<file path="config.mk">
export PLATFORM = sky130hd
export DESIGN_NAME = mnvs_out_queue
export DESIGN_NICKNAME = d
export VERILOG_FILES = /design/src/rtl/midi_note_voice_splitter_top_defines.svh /design/src/rtl/mnvs_pkg.sv /design/src/rtl/mnvs_out_queue.sv
export SDC_FILE = /design/constraint.sdc
export NUM_CORES = 1
export LEC_CHECK = 0
export ABC_AREA = 0
export BUFFER_PORTS_ARGS = -buffer_cell sky130_fd_sc_hd__buf_2
export CAP_MARGIN = 40
export CORE_UTILIZATION = 25
export DETAILED_ROUTE_END_ITERATION = 10
export SYNTH_ARGS = -nofsm -noshare
export SYNTH_HDL_FRONTEND = slang
export SYNTH_SLANG_ARGS = --single-unit
</file>
<file path="constraint.sdc">
create_clock -name clock -period 6.9 [get_ports clock]
set_input_delay 0.69 -clock clock [delete_from_list [all_inputs] [get_ports clock]]
set_output_delay 0.69 -clock clock [all_outputs]
set_load 0.03 [all_outputs]
</file>
<file path="src/rtl/midi_note_voice_splitter_top_defines.svh">
// Assertion macros used by the splitter top.
`ifndef MIDI_NOTE_VOICE_SPLITTER_TOP_DEFINES_SVH
`define MIDI_NOTE_VOICE_SPLITTER_TOP_DEFINES_SVH

// property checked on every clock edge outside reset
`define MNVS_ASSERT(label, prop, msg) \
   label: assert property (@(posedge clock) disable iff (reset) prop) \
      else $error(msg);

// property that also holds across reset
`define MNVS_ASSERT_RST(label, prop, msg) \
   label: assert property (@(posedge clock) prop) else $error(msg);

`endif

</file>
<file path="src/rtl/mnvs_pkg.sv">
`default_nettype none

package mnvs_pkg;

   // sizes
   localparam int VOICES     = 128;
   localparam int PITCHES    = 128;
   localparam int VOICE_W    = 7;
   localparam int PITCH_W    = 7;
   localparam int OPEN_W     = 8;
   localparam int TIME_W     = 32;
   localparam int DELTA_W    = 28;
   localparam int VEL_W      = 7;
   localparam int TEMPO_W    = 24;
   localparam int KIND_W     = 3;
   localparam int RKIND_W    = 2;
   localparam int NPITCH_W   = 8;
   localparam int REQ_DATA_W = 72;
   localparam int RSP_DATA_W = 72;

   localparam logic [OPEN_W-1:0] OPEN_MAX = OPEN_W'(VOICES);

   // free-voice search: groups of eight, one registered level
   localparam int GROUP_SIZE = 8;
   localparam int GROUPS     = VOICES / GROUP_SIZE;
   localparam int LIDX_W     = 3;
   localparam int GIDX_W     = VOICE_W - LIDX_W;

   // event kinds
   localparam logic [KIND_W-1:0] KIND_NOTE_ON  = 3'd0;
   localparam logic [KIND_W-1:0] KIND_NOTE_OFF = 3'd1;
   localparam logic [KIND_W-1:0] KIND_TEMPO    = 3'd2;
   localparam logic [KIND_W-1:0] KIND_END      = 3'd3;

   // record kinds
   localparam logic [RKIND_W-1:0] REC_NOTE  = 2'd0;
   localparam logic [RKIND_W-1:0] REC_REST  = 2'd1;
   localparam logic [RKIND_W-1:0] REC_TEMPO = 2'd2;
   localparam logic [RKIND_W-1:0] REC_END   = 2'd3;

   localparam logic [NPITCH_W-1:0] REST_CODE = 8'd128;

   typedef struct packed {
      logic [RKIND_W-1:0]  kind;
      logic [VOICE_W-1:0]  voice;
      logic [NPITCH_W-1:0] note_pitch;
      logic [TIME_W-1:0]   length;
      logic [TEMPO_W-1:0]  tempo;
      logic                last;
   } rec_type;

   typedef struct packed {
      logic                rd_en;
      logic [PITCH_W-1:0]  addr;
      logic                set;      // note start: mark held, write entry
      logic                clr;      // release: drop held mark
      logic                clr_all;
      logic [VOICE_W-1:0]  wr_voice;
      logic [TIME_W-1:0]   wr_start;
   } pitch_cmd_type;

   typedef struct packed {
      logic                valid;
      logic [VOICE_W-1:0]  voice;
      logic [TIME_W-1:0]   start;
   } pitch_stat_type;

   typedef struct packed {
      logic                rd_en;
      logic [VOICE_W-1:0]  rd_addr;
      logic                wr_en;
      logic [VOICE_W-1:0]  wr_addr;
      logic [TIME_W-1:0]   wr_data;
      logic                take;     // voice becomes busy
      logic                give;     // voice becomes free
      logic                open;     // new voice opened
      logic                clr_all;
   } voice_cmd_type;

   typedef struct packed {
      logic [TIME_W-1:0]   last_end;
      logic                free_any;
      logic [VOICE_W-1:0]  free_idx;
      logic [OPEN_W-1:0]   voices_open;
   } voice_stat_type;

endpackage

`default_nettype wire

</file>
<file path="src/rtl/mnvs_out_queue.sv">
`default_nettype none

module mnvs_out_queue (
   input  wire                clock,
   input  wire                reset,
   input  wire [1:0]          push_n,
   input  mnvs_pkg::rec_type  push0,
   input  mnvs_pkg::rec_type  push1,
   output logic [1:0]         room,
   output logic               out_valid,
   input  wire                out_ready,
   output mnvs_pkg::rec_type  out_rec
);

   mnvs_pkg::rec_type ent_ff [2];
   logic              rp_ff;
   logic              rp_in;
   logic [1:0]        cnt_ff;
   logic [1:0]        cnt_in;
   logic              wp;
   logic              pop;

   assign pop       = out_valid & out_ready;
   assign wp        = rp_ff ^ cnt_ff[0];
   assign out_valid = (cnt_ff != 2'd0);
   assign out_rec   = ent_ff[rp_ff];
   assign room      = 2'd2 - cnt_ff;

   always_comb begin
      rp_in  = rp_ff ^ pop;
      cnt_in = cnt_ff + push_n - {1'b0, pop};
   end

   always_ff @(posedge clock) begin
      if (reset) begin
         rp_ff  <= 1'b0;
         cnt_ff <= 2'd0;
      end else begin
         rp_ff  <= rp_in;
         cnt_ff <= cnt_in;
      end
   end

   // two beats land in one cycle only when the queue is empty
   always_ff @(posedge clock) begin
      if (push_n != 2'd0) begin
         ent_ff[wp] <= push0;
      end
      if (push_n == 2'd2) begin
         ent_ff[~wp] <= push1;
      end
   end

endmodule

`default_nettype wire

</file>
==> metrics.txt <==
number of buffers added on ports roughly 230; capture endpoint of the worst hold path rp_ff; number of DRC violations after detailed-routing iteration 0 221; share of Yosys cell area claimed by the top area cell type 0.611; routed vias between 4000 and 5000; Syn Area/Cell 17.3 um^2; count of boundary I/O pins 230; gr usage total 0.118; fraction of the cycle the final worst path needs 0.425; max-slew violations 0; critical path buffer and inverter count 3; critical path required time approximately 6.2 ns; global-route track usage on met1 0.150; routability congestion estimate around 0.7; Die Y 173 um; Setup Buffers After CTS 0; effective utilization at floorplan 0.253; arrival time of data at the critical path endpoint approximately 2.2 ns; busiest grt layer met2; minimum setup slack among reg-to-reg paths 4.28 ns; final setup violation count 0; buffer cell driving the clock tree root clkbuf_16; number of antenna violations at the first check in global routing 2; ratio of routed vias to standard cells 4.21; area of the mapped netlist 7280 um^2; vias in the first global route 4831; clock buffer count from CTS 17; Crit Reg-Reg Endpoint ent_ff[0][68]; final hold violation count 0; pin slew with the least headroom to its limit a little under 0.7 ns; CTS-repair resized insts 0; std cell rows 62; FF+latch area 4510 um^2; unrepaired setup endpoints after global routing no; area of the core approximately 29000 um^2; multi-input gate area in the final layout 2660 um^2; chip width 173 um; area enclosed by the die boundary roughly 30000 um^2; first-pass GRT wire length approximately 27 mm; highest clock frequency the design can meet 341 MHz; DRC 0; clock network latency to the later pin of the worst-skew pair 0.41 ns; Post-Route Hold Slack ~0.46 ns; share of post-route cells with drive strength above 1 0.651; status completed; class of the worst hold path input port to register; routed wire length 16.8 mm; Area Overhead vs Synth 30.9%; cell with the biggest individual delay on the critical path dfxtp_4; Yosys reg bits 151; number of distinct library cell variants in the gate-level netlist after synthesis 18; most frequent cells in the layout buf_2 (229), mux2_2 (162), edfxtp_1 (148), mux2_1 (60), clkbuf_16 (17); global routing met3 resource utilization 0.0385; worst setup path category register to primary output; clock net sink count 151; Worst path top cell family by delay buffers and inverters; path depth of the worst reg2reg path 4; Final HPWL DP 10.9 mm; largest stage delay on the critical path 0.55 ns; drt first pass iters 4; synthesized netlist net count approximately 580; wire length per cell after detailed routing 16.0 um; worst flop-to-flop path startpoint rp_ff; maximum level of the CTS H-tree 4; ranking of synthesized cells by area edfxtp_1 (61%), mux2_2 (25%), mux2_1 (9.3%), buf_2 (1.1%), dfxtp_1 (0.83%); maximum fanout along the worst path 39; shortest clock period the worst path allows after layout 2.93 ns; maximum number of pins on one net before global-route repair 46; Pleak 3.68 nW; sum of negative setup slack 0 ns; CTS Hold Buffers Added 0; startpoint type of the worst setup path register; VDD IR max 0.232 mV; register clock-pin slew on the reported worst setup and hold paths 0.06 ns; most frequent standard cell in the layout excluding fill and tap cells buf_2; number of routed nets with antenna violations 0; sequential area share after synthesis 0.619; Max Cap Violations 0; capturing element type of the critical path primary output; final instance area 9520 um^2; final global-route overflow total 0; post-synth top area cell edfxtp_1; CTS max path bufs 2; post-detailed-placement cell area 8890 um^2; PwrDens ~400 nW/um^2; TritonCTS clock tree done; headroom to the max-slew limit 0.539; cell breakdown of the critical path buf_4, buf_16, mux2_2, buf_2; Syn Inst Count 421; startpoint of the most critical hold path reset; maximum clock skew at final layout 0.00721 ns; Cells on Worst Hold Path 2; Final #Nets 808; fill count 2887; met2 Usage GRT 0.190; YS warnings 0
power by group:
| group | total [W] | leakage [nW] | internal (W) | switching (W) |
|---|---|---|---|---|
| clock | 0.00100 | 0.291 | 0.000610 | 0.000393 |
| sequential | 0.00142 | 1.47 | 0.00135 | 0.0000686 |
| combinational | 0.00143 | 1.91 | 0.000532 | 0.000896 |
| total | 0.00385 | 3.68 | 0.00249 | 0.00136 |
sequential cells by signal, summed over array words and instances, names as in the netlist:
name	flops
cnt_ff	2
ent_ff	148
rp_ff	1
how the worst max path moves through the flow:
stage	start	to	slack (ns)	cells after the start
after detailed placement	push_n[1]	ent_ff[0][0]	4.08	5
after global placement	push_n[1]	ent_ff[0][2]	4.08	5
after floorplan	push_n[1]	ent_ff[0][0]	0.37	2
after CTS	rp_ff	out_rec[10]	3.89	4
after global routing	rp_ff	out_rec[33]	3.82	4
final	rp_ff	out_rec[27]	3.97	4
cell families after synthesis:
kind of cell	synth area share
flops	0.619
fa+ha+maj	0.00516
mux	0.344
xor+xnor	0.00602
buf+inv	0.0193
simple gates	0.00516
compound gates	0.00172
metrics by stage:
step / utilization / worst slack, ns / std cells / power, W
2_1_floorplan: - / 0.366 / 421 / 0.00248
3_3_place_gp: 0.309 / 4.08 / 1016 / 0.00288
3_5_place_dp: 0.310 / 4.08 / 1017 / 0.00290
4_1_cts: 0.332 / 3.89 / 1049 / 0.00391
5_1_grt: 0.332 / 3.82 / 1050 / 0.00405
6_report: 0.332 / 3.97 / 1050 / 0.00385
per-layer routing:
| metal | share of wire | vias to the layer above | wire (um) |
|---|---|---|---|
| met3 | 0.062 | 8 | 1040 |
| li1 | - | 2102 | - |
| met4 | 0.0074 | 2 | 125 |
| met1 | 0.46 | 2165 | 7750 |
| met5 | 0.00047 | - | 8 |
| met2 | 0.47 | 143 | 7930 |
Yosys cell counts:
cell type and number:
clkbuf_1 5, dfxtp_1 3, mux2_2 162, ha_1 3, buf_2 16, mux2_1 60
xnor2_1 5, nor2_1 2, or3_1 1, buf_1 3, o21ai_0 1, nand2_1 1
buf_4 1, inv_1 6, edfxtp_1 148, nand3b_1 1, nor2b_1 2, o21a_1 1
cell type report:
class	count	area share
sequential	151	0.473
multi-input combinational	239	0.279
timing repair buffer	237	0.129
tap	384	0.0505
clock buffer	18	0.0451
clock inverter	14	0.0208
inverter	6	0.00237
antenna	1	0.000263
Note: power is estimated with default switching activity, not from simulation.
