[src/rtl/midi_note_voice_splitter_top_defines.svh]
// Assertion macros used by the splitter top.
`ifndef MIDI_NOTE_VOICE_SPLITTER_TOP_DEFINES_SVH
`define MIDI_NOTE_VOICE_SPLITTER_TOP_DEFINES_SVH

// property checked on every clock edge outside reset
`define MNVS_ASSERT(label, prop, msg) \
   label: assert property (@(posedge clock) disable iff (reset) prop) \
      else $error(msg);

// property that also holds across reset
`define MNVS_ASSERT_RST(label, prop, msg) \
   label: assert property (@(posedge clock) prop) else $error(msg);

`endif

[src/rtl/mnvs_pkg.sv]
`default_nettype none

package mnvs_pkg;

   // sizes
   localparam int VOICES     = 128;
   localparam int PITCHES    = 128;
   localparam int VOICE_W    = 7;
   localparam int PITCH_W    = 7;
   localparam int OPEN_W     = 8;
   localparam int TIME_W     = 32;
   localparam int DELTA_W    = 28;
   localparam int VEL_W      = 7;
   localparam int TEMPO_W    = 24;
   localparam int KIND_W     = 3;
   localparam int RKIND_W    = 2;
   localparam int NPITCH_W   = 8;
   localparam int REQ_DATA_W = 72;
   localparam int RSP_DATA_W = 72;

   localparam logic [OPEN_W-1:0] OPEN_MAX = OPEN_W'(VOICES);

   // free-voice search: groups of eight, one registered level
   localparam int GROUP_SIZE = 8;
   localparam int GROUPS     = VOICES / GROUP_SIZE;
   localparam int LIDX_W     = 3;
   localparam int GIDX_W     = VOICE_W - LIDX_W;

   // event kinds
   localparam logic [KIND_W-1:0] KIND_NOTE_ON  = 3'd0;
   localparam logic [KIND_W-1:0] KIND_NOTE_OFF = 3'd1;
   localparam logic [KIND_W-1:0] KIND_TEMPO    = 3'd2;
   localparam logic [KIND_W-1:0] KIND_END      = 3'd3;

   // record kinds
   localparam logic [RKIND_W-1:0] REC_NOTE  = 2'd0;
   localparam logic [RKIND_W-1:0] REC_REST  = 2'd1;
   localparam logic [RKIND_W-1:0] REC_TEMPO = 2'd2;
   localparam logic [RKIND_W-1:0] REC_END   = 2'd3;

   localparam logic [NPITCH_W-1:0] REST_CODE = 8'd128;

   typedef struct packed {
      logic [RKIND_W-1:0]  kind;
      logic [VOICE_W-1:0]  voice;
      logic [NPITCH_W-1:0] note_pitch;
      logic [TIME_W-1:0]   length;
      logic [TEMPO_W-1:0]  tempo;
      logic                last;
   } rec_type;

   typedef struct packed {
      logic                rd_en;
      logic [PITCH_W-1:0]  addr;
      logic                set;      // note start: mark held, write entry
      logic                clr;      // release: drop held mark
      logic                clr_all;
      logic [VOICE_W-1:0]  wr_voice;
      logic [TIME_W-1:0]   wr_start;
   } pitch_cmd_type;

   typedef struct packed {
      logic                valid;
      logic [VOICE_W-1:0]  voice;
      logic [TIME_W-1:0]   start;
   } pitch_stat_type;

   typedef struct packed {
      logic                rd_en;
      logic [VOICE_W-1:0]  rd_addr;
      logic                wr_en;
      logic [VOICE_W-1:0]  wr_addr;
      logic [TIME_W-1:0]   wr_data;
      logic                take;     // voice becomes busy
      logic                give;     // voice becomes free
      logic                open;     // new voice opened
      logic                clr_all;
   } voice_cmd_type;

   typedef struct packed {
      logic [TIME_W-1:0]   last_end;
      logic                free_any;
      logic [VOICE_W-1:0]  free_idx;
      logic [OPEN_W-1:0]   voices_open;
   } voice_stat_type;

endpackage

`default_nettype wire

[src/rtl/mnvs_voice_tbl.sv]
`default_nettype none

module mnvs_voice_tbl (
   input  wire                      clock,
   input  wire                      reset,
   input  mnvs_pkg::voice_cmd_type  cmd,
   output mnvs_pkg::voice_stat_type stat
);

   logic [mnvs_pkg::TIME_W-1:0]  mem [mnvs_pkg::VOICES];
   logic [mnvs_pkg::TIME_W-1:0]  rd_ff;

   logic [mnvs_pkg::VOICES-1:0]  free_ff;
   logic [mnvs_pkg::VOICES-1:0]  free_in;
   logic [mnvs_pkg::OPEN_W-1:0]  open_ff;
   logic [mnvs_pkg::OPEN_W-1:0]  open_in;

   logic [mnvs_pkg::GROUPS-1:0]  grp_any_ff;
   logic [mnvs_pkg::GROUPS-1:0]  grp_any_in;
   logic [mnvs_pkg::LIDX_W-1:0]  grp_low_ff [mnvs_pkg::GROUPS];
   logic [mnvs_pkg::LIDX_W-1:0]  grp_low_in [mnvs_pkg::GROUPS];
   logic [mnvs_pkg::GIDX_W-1:0]  grp_sel;

   // last end time per voice, registered read
   always_ff @(posedge clock) begin
      if (cmd.wr_en) begin
         mem[cmd.wr_addr] <= cmd.wr_data;
      end
      if (cmd.rd_en) begin
         rd_ff <= mem[cmd.rd_addr];
      end
   end

   // free map and open count
   always_comb begin
      free_in = free_ff;
      open_in = open_ff;
      if (cmd.clr_all) begin
         free_in = '0;
         open_in = '0;
      end else begin
         if (cmd.take) begin
            free_in[cmd.wr_addr] = 1'b0;
         end
         if (cmd.give) begin
            free_in[cmd.wr_addr] = 1'b1;
         end
         if (cmd.open) begin
            open_in = open_ff + 1'b1;
         end
      end
   end

   // first search level: lowest free voice in each group of eight
   always_comb begin
      for (int g = 0; g < mnvs_pkg::GROUPS; g++) begin
         grp_any_in[g] = |free_ff[g*mnvs_pkg::GROUP_SIZE +: mnvs_pkg::GROUP_SIZE];
         grp_low_in[g] = '0;
         for (int l = mnvs_pkg::GROUP_SIZE - 1; l >= 0; l--) begin
            if (free_ff[g*mnvs_pkg::GROUP_SIZE + l]) begin
               grp_low_in[g] = mnvs_pkg::LIDX_W'(l);
            end
         end
      end
   end

   always_ff @(posedge clock) begin
      if (reset) begin
         free_ff    <= '0;
         open_ff    <= '0;
         grp_any_ff <= '0;
      end else begin
         free_ff    <= free_in;
         open_ff    <= open_in;
         grp_any_ff <= grp_any_in;
      end
   end

   always_ff @(posedge clock) begin
      for (int g = 0; g < mnvs_pkg::GROUPS; g++) begin
         grp_low_ff[g] <= grp_low_in[g];
      end
   end

   // second level: lowest group holding a free voice
   always_comb begin
      grp_sel = '0;
      for (int g = mnvs_pkg::GROUPS - 1; g >= 0; g--) begin
         if (grp_any_ff[g]) begin
            grp_sel = mnvs_pkg::GIDX_W'(g);
         end
      end
   end

   assign stat.last_end    = rd_ff;
   assign stat.free_any    = |grp_any_ff;
   assign stat.free_idx    = {grp_sel, grp_low_ff[grp_sel]};
   assign stat.voices_open = open_ff;

endmodule

`default_nettype wire

[config.mk]
export PLATFORM = sky130hd
export DESIGN_NAME = mnvs_voice_tbl
export DESIGN_NICKNAME = d
export VERILOG_FILES = /design/src/rtl/midi_note_voice_splitter_top_defines.svh /design/src/rtl/mnvs_pkg.sv /design/src/rtl/mnvs_voice_tbl.sv
export SDC_FILE = /design/constraint.sdc
export NUM_CORES = 2
export LEC_CHECK = 0
export BUFFER_PORTS_ARGS = -buffer_cell sky130_fd_sc_hd__buf_2
export CAP_MARGIN = 20
export CORE_MARGIN = 2
export CORE_UTILIZATION = 63
export DETAILED_ROUTE_END_ITERATION = 10
export PLACE_DENSITY = 0.78
export SLEW_MARGIN = 20
export SYNTH_ARGS = -nofsm -noshare
export SYNTH_HDL_FRONTEND = slang
export SYNTH_MEMORY_MAX_BITS = 65536
export SYNTH_SLANG_ARGS = --single-unit
[constraint.sdc]
create_clock -name clock -period 5.1 [get_ports clock]
set_clock_uncertainty 0.2 [all_clocks]
set_input_delay 0.51 -clock clock [delete_from_list [all_inputs] [get_ports clock]]
set_output_delay 0.51 -clock clock [all_outputs]
set_load 0.01 [all_outputs]
==> results_dict.tcl <==
set metrics [dict create \
    status "completed" \
    start_kind "flop" \
    fmax_ghz 0.2114 \
    ant_nets 0 \
    comb_power_share_pct 4.8 \
    nets 8673 \
    synthTopCellsByArea "edfxtp_1 75%, mux4_2 10%, mux2i_1 3.0%" \
    synthCells 8156 \
    clkLatencyLatePin_ns 0.95 \
    worstHoldStart "cmd[9]" \
    synth.top_cell.area_share_pct 75.05 \
    avgSynthCellArea_um2 20.25 \
    final_cell_area_um2 186800 \
    synth_largest_area_cell "edfxtp_1" \
    vias 89587 \
    worstSetupPathType "flop to output pin" \
    grt_usage_pct 34.89 \
    core-area_um2 260200 \
    pre_cts_ws_ns 0.3811 \
    seq_area_frac_synth_pct 77.47 \
    power_switching_mw 15.74 \
    synth_edf_count 4128 \
    internal-power_mw 58.33 \
    slowest_stage "a2111oi_0" \
    drtIter0Drc 14900 \
    irDropWorstVdd_mv 0.3540 \
    pwr-share-seq_pct 52.9 \
    path_buf_inv 1 \
    crit_required_ns 4.39 \
    first_pass_iters 7 \
    startpoint "grp_any_ff[2]" \
    grt_pass1_vias 89925 \
    die_x_um 516.0 \
    postPlaceCellArea_um2 172700 \
    clkPwrFrac_pct 42.3 \
    drive_gt1_share_pct 23.99 \
    cp_top_family "compound AO/OA/AOI/OAI gates" \
    cts.path.max_buffers 4 \
    regToRegSetupSlack_ns 1.60 \
    setup-tns-final_ns 0 \
    r2r-end "rd_ff[10]" \
    area_growth_pct 13.08 \
    ys_seq_elements 4328 \
    die_area_um2 266300 \
    final-hold-violation-count 0 \
    yosys_warnings 0 \
    maxCapViolCount 0 \
    drv_slew 0 \
    cts_sinks 4328 \
    max_stage_delay_ns 0.72 \
    die_h_um 516.0 \
    htreeDepth 5 \
    vias_per_cell 7.185 \
    synth.cell_area_um2 165200 \
    layout_commonest_cell "edfxtp_1" \
    io_pins 102 \
    grt_start_max_net_pins 100 \
    gp_congestion 0.9039 \
    fin_crit_sh_pct 92.76 \
    min_to "mem[103][5]" \
    power_density_nw_per_um2 396.5 \
    timing.final.ws_setup_ns 0.3695 \
    relSlewSlack_pct 21.18 \
    hold_path_class "input pin to flop" \
    antenna_found_initial 29 \
    p_leak_nw 59.54 \
    switching_share_pct 21.25 \
    synthesis.nets 8211 \
    critPathCaptureType "output pin" \
    critical_path_peak_fanout 18 \
    min_path_cells 1 \
    drc 0 \
    hpwl_mm 255.0 \
    fin_crit_ns 4.731 \
    synth.distinct_cells 57 \
    rr_startpoint "mem[14][10]" \
    grt_pass1_wl_mm 652.3 \
    rsz0062_at_grt "no" \
    drt_wl_total_mm 463.2 \
    avgRoutedWirePerCell_um 37.15 \
    ctsRootBufferMaster "clkbuf_16" \
    ctsResizeCount 0 \
    path_cells "o41ai_1 -> nand2_1 -> mux2i_1 -> o22ai_1 -> a2111oi_0 -> buf_2" \
    worstPathArrival_ns 4.02 \
    clk_pin_slew_ns 0.07 \
    final_cell_mix "4128 x edfxtp_1, 770 x mux4_2, 498 x mux2i_1" \
    numCtsBuffers 416 \
    port_buffers 101 \
    initial_core_util_pct 63.49 \
    worstMarginPinSlew_ns 1.172 \
    grt_overflow_total 0 \
    tritoncts "yes" \
    setup_viol 0 \
    row_count 187 \
    r2r.worst_path.cells 5 \
    synthFlopType "edfxtp_1" \
    ys_async_sr_fraction_pct 0 \
]
-- stage by stage --
| stage | cells | power (mW) | utilization (%) | hold WS (ns) |
|---|---|---|---|---|
| floorplan | 8156 | 41.56 | - | 0.2221 |
| global placement | 11673 | 43.20 | 66.38 | 0.2412 |
| detailed placement | 11673 | 43.30 | 66.38 | 0.2419 |
| CTS | 12456 | 74.05 | 71.76 | 0.003248 |
| global route | 12463 | 75.44 | 71.78 | 0.03862 |
| finish | 12468 | 74.06 | 71.79 | 0.03280 |
-- cell families after synthesis --
logic type	count (synthesis)	synth area share, %
compound gates	1087	4.353
xor+xnor	5	0.02651
fa+ha+maj	1	0.007574
buf+inv	496	1.370
flops	4328	77.47
mux	1396	14.39
simple gates	843	2.385
-- registers in the layout, summed over array words and instances (netlist names) --
| name | cells |
|---|---|
| open_ff | 8 |
| rd_ff | 32 |
| grp_any_ff | 16 |
| free_ff | 128 |
| mem | 4096 |
| grp_low_ff | 48 |
-- synthesized netlist by cell type (11+ instances only) --
library cell / instances
edfxtp_1: 4128
mux4_2: 770
mux2i_1: 498
nor2_1: 295
o21ai_0: 259
clkbuf_1: 252
nand2_1: 241
a21oi_1: 229
dfxtp_1: 200
buf_2: 153
mux2_2: 128
o22ai_1: 100
a22oi_1: 96
a22o_1: 67
nor4_1: 67
a211oi_1: 65
nor3_1: 63
a221oi_1: 62
nor2b_1: 56
nand4_1: 36
o221ai_1: 34
o211ai_1: 33
o21a_1: 33
a221o_1: 32
a41oi_1: 32
nand4b_1: 32
o32ai_1: 32
buf_4: 28
buf_1: 27
inv_1: 20
buf_6: 14
nand3_1: 11
-- power groups by stage --
stage	sequential [mW]	combinational [mW]	clock, mW
finish	39.2	3.53	31.4
global route	39.2	3.62	32.7
CTS	39.2	3.45	31.4
detailed placement	39.9	3.38	0
global placement	39.9	3.29	0
floorplan	39.9	1.69	0
-- layer usage --
| metal | part of all wire, % | vias to the layer above | track usage [%] |
|---|---|---|---|
| met1 | 33 | 45846 | 45.46 |
| met5 | 0.028 | - | 0 |
| met3 | 14 | 1446 | 8.601 |
| li1 | - | 34789 | - |
| met2 | 47 | 7488 | 54.26 |
| met4 | 6.9 | 18 | 20.29 |
-- worst max-delay path by stage --
stage	slack [ns]	to	depth (start not counted)
final	0.37	stat[10]	6
after global routing	0.25	stat[10]	8
after CTS	0.56	stat[10]	8
after detailed placement	0.38	rd_ff[18]	7
after global placement	0.33	rd_ff[8]	8
after floorplan	1.21	mem[78][0]	4
-- timing repair --
item	in CTS	in global routing
buffers inserted	0	0
hold buffers	21	1
endpoints found under the hold margin	672	26
-- cell type report --
type	count	area, um^2
clock buffers	503	11070
clock inverters	259	2715
diodes	10	25.02
flip-flops and latches	4328	128000
multi-input cells	3332	36000
inverters	22	90.09
well taps	3496	4374
repair buffers	518	4541
fillers	14326	73400
(Power assumes the default switching activity.)
