$ cat src/rtl/midi_note_voice_splitter_top_defines.svh
// Assertion macros used by the splitter top.
`ifndef MIDI_NOTE_VOICE_SPLITTER_TOP_DEFINES_SVH
`define MIDI_NOTE_VOICE_SPLITTER_TOP_DEFINES_SVH

// property checked on every clock edge outside reset
`define MNVS_ASSERT(label, prop, msg) \
   label: assert property (@(posedge clock) disable iff (reset) prop) \
      else $error(msg);

// property that also holds across reset
`define MNVS_ASSERT_RST(label, prop, msg) \
   label: assert property (@(posedge clock) prop) else $error(msg);

`endif

$ cat src/rtl/mnvs_pkg.sv
`default_nettype none

package mnvs_pkg;

   // sizes
   localparam int VOICES     = 128;
   localparam int PITCHES    = 128;
   localparam int VOICE_W    = 7;
   localparam int PITCH_W    = 7;
   localparam int OPEN_W     = 8;
   localparam int TIME_W     = 32;
   localparam int DELTA_W    = 28;
   localparam int VEL_W      = 7;
   localparam int TEMPO_W    = 24;
   localparam int KIND_W     = 3;
   localparam int RKIND_W    = 2;
   localparam int NPITCH_W   = 8;
   localparam int REQ_DATA_W = 72;
   localparam int RSP_DATA_W = 72;

   localparam logic [OPEN_W-1:0] OPEN_MAX = OPEN_W'(VOICES);

   // free-voice search: groups of eight, one registered level
   localparam int GROUP_SIZE = 8;
   localparam int GROUPS     = VOICES / GROUP_SIZE;
   localparam int LIDX_W     = 3;
   localparam int GIDX_W     = VOICE_W - LIDX_W;

   // event kinds
   localparam logic [KIND_W-1:0] KIND_NOTE_ON  = 3'd0;
   localparam logic [KIND_W-1:0] KIND_NOTE_OFF = 3'd1;
   localparam logic [KIND_W-1:0] KIND_TEMPO    = 3'd2;
   localparam logic [KIND_W-1:0] KIND_END      = 3'd3;

   // record kinds
   localparam logic [RKIND_W-1:0] REC_NOTE  = 2'd0;
   localparam logic [RKIND_W-1:0] REC_REST  = 2'd1;
   localparam logic [RKIND_W-1:0] REC_TEMPO = 2'd2;
   localparam logic [RKIND_W-1:0] REC_END   = 2'd3;

   localparam logic [NPITCH_W-1:0] REST_CODE = 8'd128;

   typedef struct packed {
      logic [RKIND_W-1:0]  kind;
      logic [VOICE_W-1:0]  voice;
      logic [NPITCH_W-1:0] note_pitch;
      logic [TIME_W-1:0]   length;
      logic [TEMPO_W-1:0]  tempo;
      logic                last;
   } rec_type;

   typedef struct packed {
      logic                rd_en;
      logic [PITCH_W-1:0]  addr;
      logic                set;      // note start: mark held, write entry
      logic                clr;      // release: drop held mark
      logic                clr_all;
      logic [VOICE_W-1:0]  wr_voice;
      logic [TIME_W-1:0]   wr_start;
   } pitch_cmd_type;

   typedef struct packed {
      logic                valid;
      logic [VOICE_W-1:0]  voice;
      logic [TIME_W-1:0]   start;
   } pitch_stat_type;

   typedef struct packed {
      logic                rd_en;
      logic [VOICE_W-1:0]  rd_addr;
      logic                wr_en;
      logic [VOICE_W-1:0]  wr_addr;
      logic [TIME_W-1:0]   wr_data;
      logic                take;     // voice becomes busy
      logic                give;     // voice becomes free
      logic                open;     // new voice opened
      logic                clr_all;
   } voice_cmd_type;

   typedef struct packed {
      logic [TIME_W-1:0]   last_end;
      logic                free_any;
      logic [VOICE_W-1:0]  free_idx;
      logic [OPEN_W-1:0]   voices_open;
   } voice_stat_type;

endpackage

`default_nettype wire

$ cat src/rtl/mnvs_pitch_tbl.sv
`default_nettype none

module mnvs_pitch_tbl (
   input  wire                      clock,
   input  wire                      reset,
   input  mnvs_pkg::pitch_cmd_type  cmd,
   output mnvs_pkg::pitch_stat_type stat
);

   localparam int ENT_W = mnvs_pkg::VOICE_W + mnvs_pkg::TIME_W;

   logic [mnvs_pkg::PITCHES-1:0] valid_ff;
   logic [mnvs_pkg::PITCHES-1:0] valid_in;
   logic [ENT_W-1:0]             mem [mnvs_pkg::PITCHES];
   logic [ENT_W-1:0]             rd_ff;

   // held marks: flip-flops, cleared at once
   always_comb begin
      valid_in = valid_ff;
      if (cmd.clr_all) begin
         valid_in = '0;
      end else if (cmd.set) begin
         valid_in[cmd.addr] = 1'b1;
      end else if (cmd.clr) begin
         valid_in[cmd.addr] = 1'b0;
      end
   end

   always_ff @(posedge clock) begin
      if (reset) begin
         valid_ff <= '0;
      end else begin
         valid_ff <= valid_in;
      end
   end

   // voice and start time per pitch, registered read
   always_ff @(posedge clock) begin
      if (cmd.set) begin
         mem[cmd.addr] <= {cmd.wr_voice, cmd.wr_start};
      end
      if (cmd.rd_en) begin
         rd_ff <= mem[cmd.addr];
      end
   end

   assign stat.valid = valid_ff[cmd.addr];
   assign stat.voice = rd_ff[ENT_W-1 -: mnvs_pkg::VOICE_W];
   assign stat.start = rd_ff[mnvs_pkg::TIME_W-1:0];

endmodule

`default_nettype wire

$ cat config.mk
export PLATFORM = sky130hd
export DESIGN_NAME = mnvs_pitch_tbl
export DESIGN_NICKNAME = d
export VERILOG_FILES = /design/src/rtl/midi_note_voice_splitter_top_defines.svh /design/src/rtl/mnvs_pkg.sv /design/src/rtl/mnvs_pitch_tbl.sv
export SDC_FILE = /design/constraint.sdc
export NUM_CORES = 2
export LEC_CHECK = 0
export BUFFER_PORTS_ARGS = -buffer_cell sky130_fd_sc_hd__buf_2
export CAP_MARGIN = 15
export CELL_PAD_IN_SITES_DETAIL_PLACEMENT = 2
export CELL_PAD_IN_SITES_GLOBAL_PLACEMENT = 2
export CORE_AREA = 2 2 608 610
export CTS_CLUSTER_SIZE = 16
export DETAILED_ROUTE_END_ITERATION = 8
export DIE_AREA = 0 0 610 612
export PLACE_DENSITY_LB_ADDON = 0.1
export SLEW_MARGIN = 10
export SYNTH_ARGS = -nofsm -noshare
export SYNTH_HDL_FRONTEND = slang
export SYNTH_MEMORY_MAX_BITS = 65536
export SYNTH_SLANG_ARGS = --single-unit
$ cat constraint.sdc
create_clock -name clock -period 7.2 [get_ports clock]
set_clock_uncertainty 0.05 [all_clocks]
set_input_delay 1.08 -clock clock [delete_from_list [all_inputs] [get_ports clock]]
set_output_delay 1.08 -clock clock [all_outputs]
set_load 0.01 [all_outputs]
==> results of run 1 <==
-- through the flow --
step / instances / hold WS (ps) / cell area [um^2] / worst slack [ps]
2_1_floorplan: 10800 / 404 / 193000 / 3140
3_3_place_gp: 15400 / 409 / 202000 / -675
-- Yosys cell counts, types with 27 or more instances --
| cell type | n |
|---|---|
| sky130_fd_sc_hd__o22ai_1 | 806 |
| sky130_fd_sc_hd__nor4_1 | 81 |
| sky130_fd_sc_hd__or4_1 | 36 |
| sky130_fd_sc_hd__mux2i_1 | 690 |
| sky130_fd_sc_hd__dfxtp_1 | 128 |
| sky130_fd_sc_hd__o21ai_0 | 224 |
| sky130_fd_sc_hd__buf_2 | 260 |
| sky130_fd_sc_hd__nand2_1 | 167 |
| sky130_fd_sc_hd__edfxtp_1 | 5031 |
| sky130_fd_sc_hd__inv_1 | 130 |
| sky130_fd_sc_hd__a221oi_2 | 75 |
| sky130_fd_sc_hd__clkbuf_1 | 451 |
| sky130_fd_sc_hd__a221oi_1 | 1047 |
| sky130_fd_sc_hd__nor4b_1 | 28 |
| sky130_fd_sc_hd__nor3_1 | 195 |
| sky130_fd_sc_hd__o221ai_1 | 122 |
| sky130_fd_sc_hd__buf_4 | 27 |
| sky130_fd_sc_hd__a22oi_1 | 694 |
| sky130_fd_sc_hd__buf_1 | 111 |
| sky130_fd_sc_hd__nor2_1 | 67 |
| sky130_fd_sc_hd__o21ai_1 | 47 |
| sky130_fd_sc_hd__a21oi_1 | 146 |
-- cell families after synthesis --
group,share of synthesized area (%)
flip-flops,79.4
AND/OR/NAND/NOR,1.82
AO/OA/AOI/OAI,12.6
buffers and inverters,2.23
multiplexers,3.92
==> results.sh, run 1 <==
export IMPL_die_w_um=610
export IMPL_fp_row_count=223
export IMPL_run_status="aborted with a tool error"
export IMPL_die_y_um=612
export IMPL_synth_area_top_cells="sky130_fd_sc_hd__edfxtp_1 (78%), sky130_fd_sc_hd__a221oi_1 (4.7%), sky130_fd_sc_hd__mux2i_1 (3.6%)"
export IMPL_synth_edff_count=5031
export IMPL_step_where_the_flow_halted="detailed placement"
export IMPL_yosysSeqAreaShare_pct=79.4
export IMPL_synth_top_cell_by_area="sky130_fd_sc_hd__edfxtp_1"
export IMPL_globalplace_congestion=0.897
export IMPL_mean_cell_area_of_the_mapped_netlist_um2=17.9
export IMPL_dpl_hpwl_um=553000
export IMPL_num_io_pins=92
export IMPL_syn_inst=10800
export IMPL_initial_utilization_pct=52.7
export IMPL_synthDominantCellAreaShare_pct=78.1
export IMPL_synthesis_area_mm2=0.193
export IMPL_toolErrorMsg="[ERROR DPL-0033] detailed placement checks failed during check placement."
export IMPL_netlist_cell_type_count=63
export IMPL_synth_net_count=10800
export IMPL_async_flop_share_pct=0
export IMPL_synthesis_yosys_warnings=0
export IMPL_io_buffer_count=91
export IMPL_postSynthRegisterBits=5159
export IMPL_synthFlopType="sky130_fd_sc_hd__edfxtp_1"
==> run 2: changes to the inputs <==
- CELL_PAD_IN_SITES_DETAIL_PLACEMENT: 2 -> not set
- CELL_PAD_IN_SITES_GLOBAL_PLACEMENT: 2 -> not set
- CORE_AREA: 2 2 608 610 -> 2 2 699 701
- CTS_CLUSTER_SIZE: 16 -> not set
- DIE_AREA: 0 0 610 612 -> 0 0 701 703
- PLACE_DENSITY_LB_ADDON: 0.1 -> 0.15
==> run 2 against run 1 <==
Net effect: the run now ends clean; area after synthesis is the same; synthesized cell count stayed put.
==> results.sh, run 2 <==
export IMPL_post_cts_resized=0
export IMPL_routed_via_density=6.50
export IMPL_placeable_core_region_mm2=0.485
export IMPL_whs_path_cells=1
export IMPL_min_period_over_period_pct=84.2
export IMPL_worst_setup_path_start_kind="input port"
export IMPL_reg_top3="mem x4992, rd_ff x39"
export IMPL_clock_slew_seen_by_the_registers_of_the_worst_setup_and_hold_paths_ps=60
export IMPL_power_share_combinational_pct=5.8
export IMPL_detailed_place_area_mm2=0.204
export IMPL_post_cts_repair_setup_buffers=0
export IMPL_postSynthRegisterBits=5159
export IMPL_ff2ff_setup_slack_ps=4210
export IMPL_post_layout_total_power_mw=64.0
export IMPL_worst_setup_end_kind="primary output"
export IMPL_totalNegativeSetupSlack_ps=0
export IMPL_io_buffer_count=91
export IMPL_final_cell_area_mm2=0.221
export IMPL_critical_path_peak_fanout=25
export IMPL_netlist_cell_type_count=63
export IMPL_num_io_pins=92
export IMPL_critPathBufInv=3
export IMPL_clkSinkCount=5159
export IMPL_cp_cell_sequence="buf_4, nor2b_4, buf_4, a221oi_1, o22ai_1, nor2_1, or4_1, nand4_1, buf_2"
export IMPL_number_of_global_route_vias_before_repair=114000
export IMPL_cts_htree_levels=6
export IMPL_leakage_nw=69.8
export IMPL_achievable_frequency_ghz=0.165
export IMPL_synth_edff_count=5031
export IMPL_final_instance_count_excl_fill=18100
export IMPL_switching_part_of_the_total_power_pct=23.4
export IMPL_max_flop_register="mem"
export IMPL_worst_slew_pin_slew_ps=1330
export IMPL_min_path_type="in -> reg"
export IMPL_synthFlopType="sky130_fd_sc_hd__edfxtp_1"
export IMPL_async_flop_share_pct=0
export IMPL_fin_util_pct=45.7
export IMPL_setup_violations=0
export IMPL_synth_net_count=10800
export IMPL_critPathRequiredTime_ps=6070
export IMPL_p_int_mw=49.1
export IMPL_layout_common_cells="sky130_fd_sc_hd__edfxtp_1 (5,031), sky130_fd_sc_hd__a221oi_1 (1,047), sky130_fd_sc_hd__o22ai_1 (806)"
export IMPL_worst_ir_drop_vdd_uv=261
export IMPL_synth_top_cell_by_area="sky130_fd_sc_hd__edfxtp_1"
export IMPL_timing_max_cap_violations=0
export IMPL_overflow=0
export IMPL_total_switching_power_mw=15.0
export IMPL_netlist_top_cells_count="sky130_fd_sc_hd__edfxtp_1 (5,031), sky130_fd_sc_hd__a221oi_1 (1,047), sky130_fd_sc_hd__o22ai_1 (806)"
export IMPL_drc=0
export IMPL_final_net_count=11200
export IMPL_timing_critical_path_depth=9
export IMPL_globalplace_congestion=0.921
export IMPL_run_status="complete, no violations"
export IMPL_final_number_of_hold_violating_endpoints=0
export IMPL_clockBufferDepth=4
export IMPL_floorplan_die_area_mm2=0.493
export IMPL_postRouteAntennaNets=0
export IMPL_clock_latency_ps=1120
export IMPL_pwr_density_cell_mw_per_mm2=289
export IMPL_normalized_max_slew_margin_pct=11.1
export IMPL_die_y_um=703
export IMPL_share_seq_of_total_power_pct=51.8
export IMPL_clk_root_buffer_cell="sky130_fd_sc_hd__clkbuf_16"
export IMPL_gr_usage_all_layers_pct=28.6
export IMPL_timing_critical_path_slowest_stage_cell="sky130_fd_sc_hd__nor2b_4"
export IMPL_detailedRoute_firstPassIterationCount=6
export IMPL_postLayoutSetupSlackWorst_ps=1140
export IMPL_critical_path_max_stage_delay_ps=1040
export IMPL_synthesis_yosys_warnings=0
export IMPL_mostFrequentLayoutCell="sky130_fd_sc_hd__edfxtp_1"
export IMPL_syn_to_final_growth_pct=14.5
export IMPL_period_needed_ps=6060
export IMPL_critical_path_class="in -> out"
export IMPL_dr_first_iter_drc_count=17200
export IMPL_fp_row_count=256
export IMPL_initial_utilization_pct=39.9
export IMPL_dp_worst_setup_slack_ps=913
export IMPL_timing_critical_path_max_delay_family="simple AND/OR/NAND/NOR gates"
export IMPL_setup_repair_after_global_routing_missed_its_margin="no"
export IMPL_mean_cell_area_of_the_mapped_netlist_um2=17.9
export IMPL_dpl_hpwl_um=405000
export IMPL_hold_buffers=0
export IMPL_grt_start_max_net_pins=108
export IMPL_synthesis_area_mm2=0.193
export IMPL_cell_repeated_most_along_the_worst_path="sky130_fd_sc_hd__buf_4"
export IMPL_syn_inst=10800
export IMPL_yosys_cell_count_top_type="sky130_fd_sc_hd__edfxtp_1"
export IMPL_ff2ff_path_depth=5
export IMPL_cp_data_arrival_time_ps=4930
export IMPL_cts_made_buffers=550
export IMPL_synthDominantCellAreaShare_pct=78.1
export IMPL_routed_wl_um=724000
export IMPL_grt_pass1_wl_um=978000
export IMPL_detailroute_via_count=118000
export IMPL_cts_tree="built"
export IMPL_yosysSeqAreaShare_pct=79.4
export IMPL_antenna_violations_before_repair=88
export IMPL_post_route_cells_drive_above_1_share_pct=14.9
export IMPL_numPlacedInstances=17000
export IMPL_avgRoutedWirePerCell_um=39.9
export IMPL_finalMaxSlewViolations=0
export IMPL_largest_register_ffs=4992
export IMPL_whs_ps=360
export IMPL_clock_power_share_pct=42.3
export IMPL_die_w_um=701
export IMPL_synth_area_top_cells="sky130_fd_sc_hd__edfxtp_1 (78%), sky130_fd_sc_hd__a221oi_1 (4.7%), sky130_fd_sc_hd__mux2i_1 (3.6%)"
run 2: worst paths after layout:
| kind | from | end |
|---|---|---|
| max | cmd[42] | stat[39] |
| min | cmd[37] | mem[75][37] |
| min reg2reg | register | register |
| max reg2reg | mem[66][0] | rd_ff[0] |
run 2: final cells by class:
class                      instances  area (um^2)
antenna                          118          295
clock buffer                     720        14600
clock inverter                   265         2320
fill                           41400       264000
inverter                         132          526
multi-input combinational       4636        36100
sequential                      5159       154000
tap                             6450         8070
timing repair buffer             650         5890
run 2: power by group through the flow:
stage	Combinational, mW	Sequential, mW	Clock (mW)
floorplan	1.52	33.8	0
global placement	3.61	33.8	0
detailed placement	3.67	33.8	0
CTS	3.68	33.2	27.3
global route	3.82	33.2	28.5
finish	3.73	33.2	27.1
run 2: kinds of logic after synthesis:
family	synth area share (%)
AO/OA/AOI/OAI	12.6
buffers and inverters	2.23
AND/OR/NAND/NOR	1.82
flip-flops	79.4
multiplexers	3.92
run 2: metal layers:
metal / track usage [%] / share of wire (%)
met1: 39.3 / 40
met2: 45.1 / 46
met3: 5.97 / 9.9
met4: 10.5 / 3.9
met5: 0 / 0.046
(Power assumes the default switching activity.)
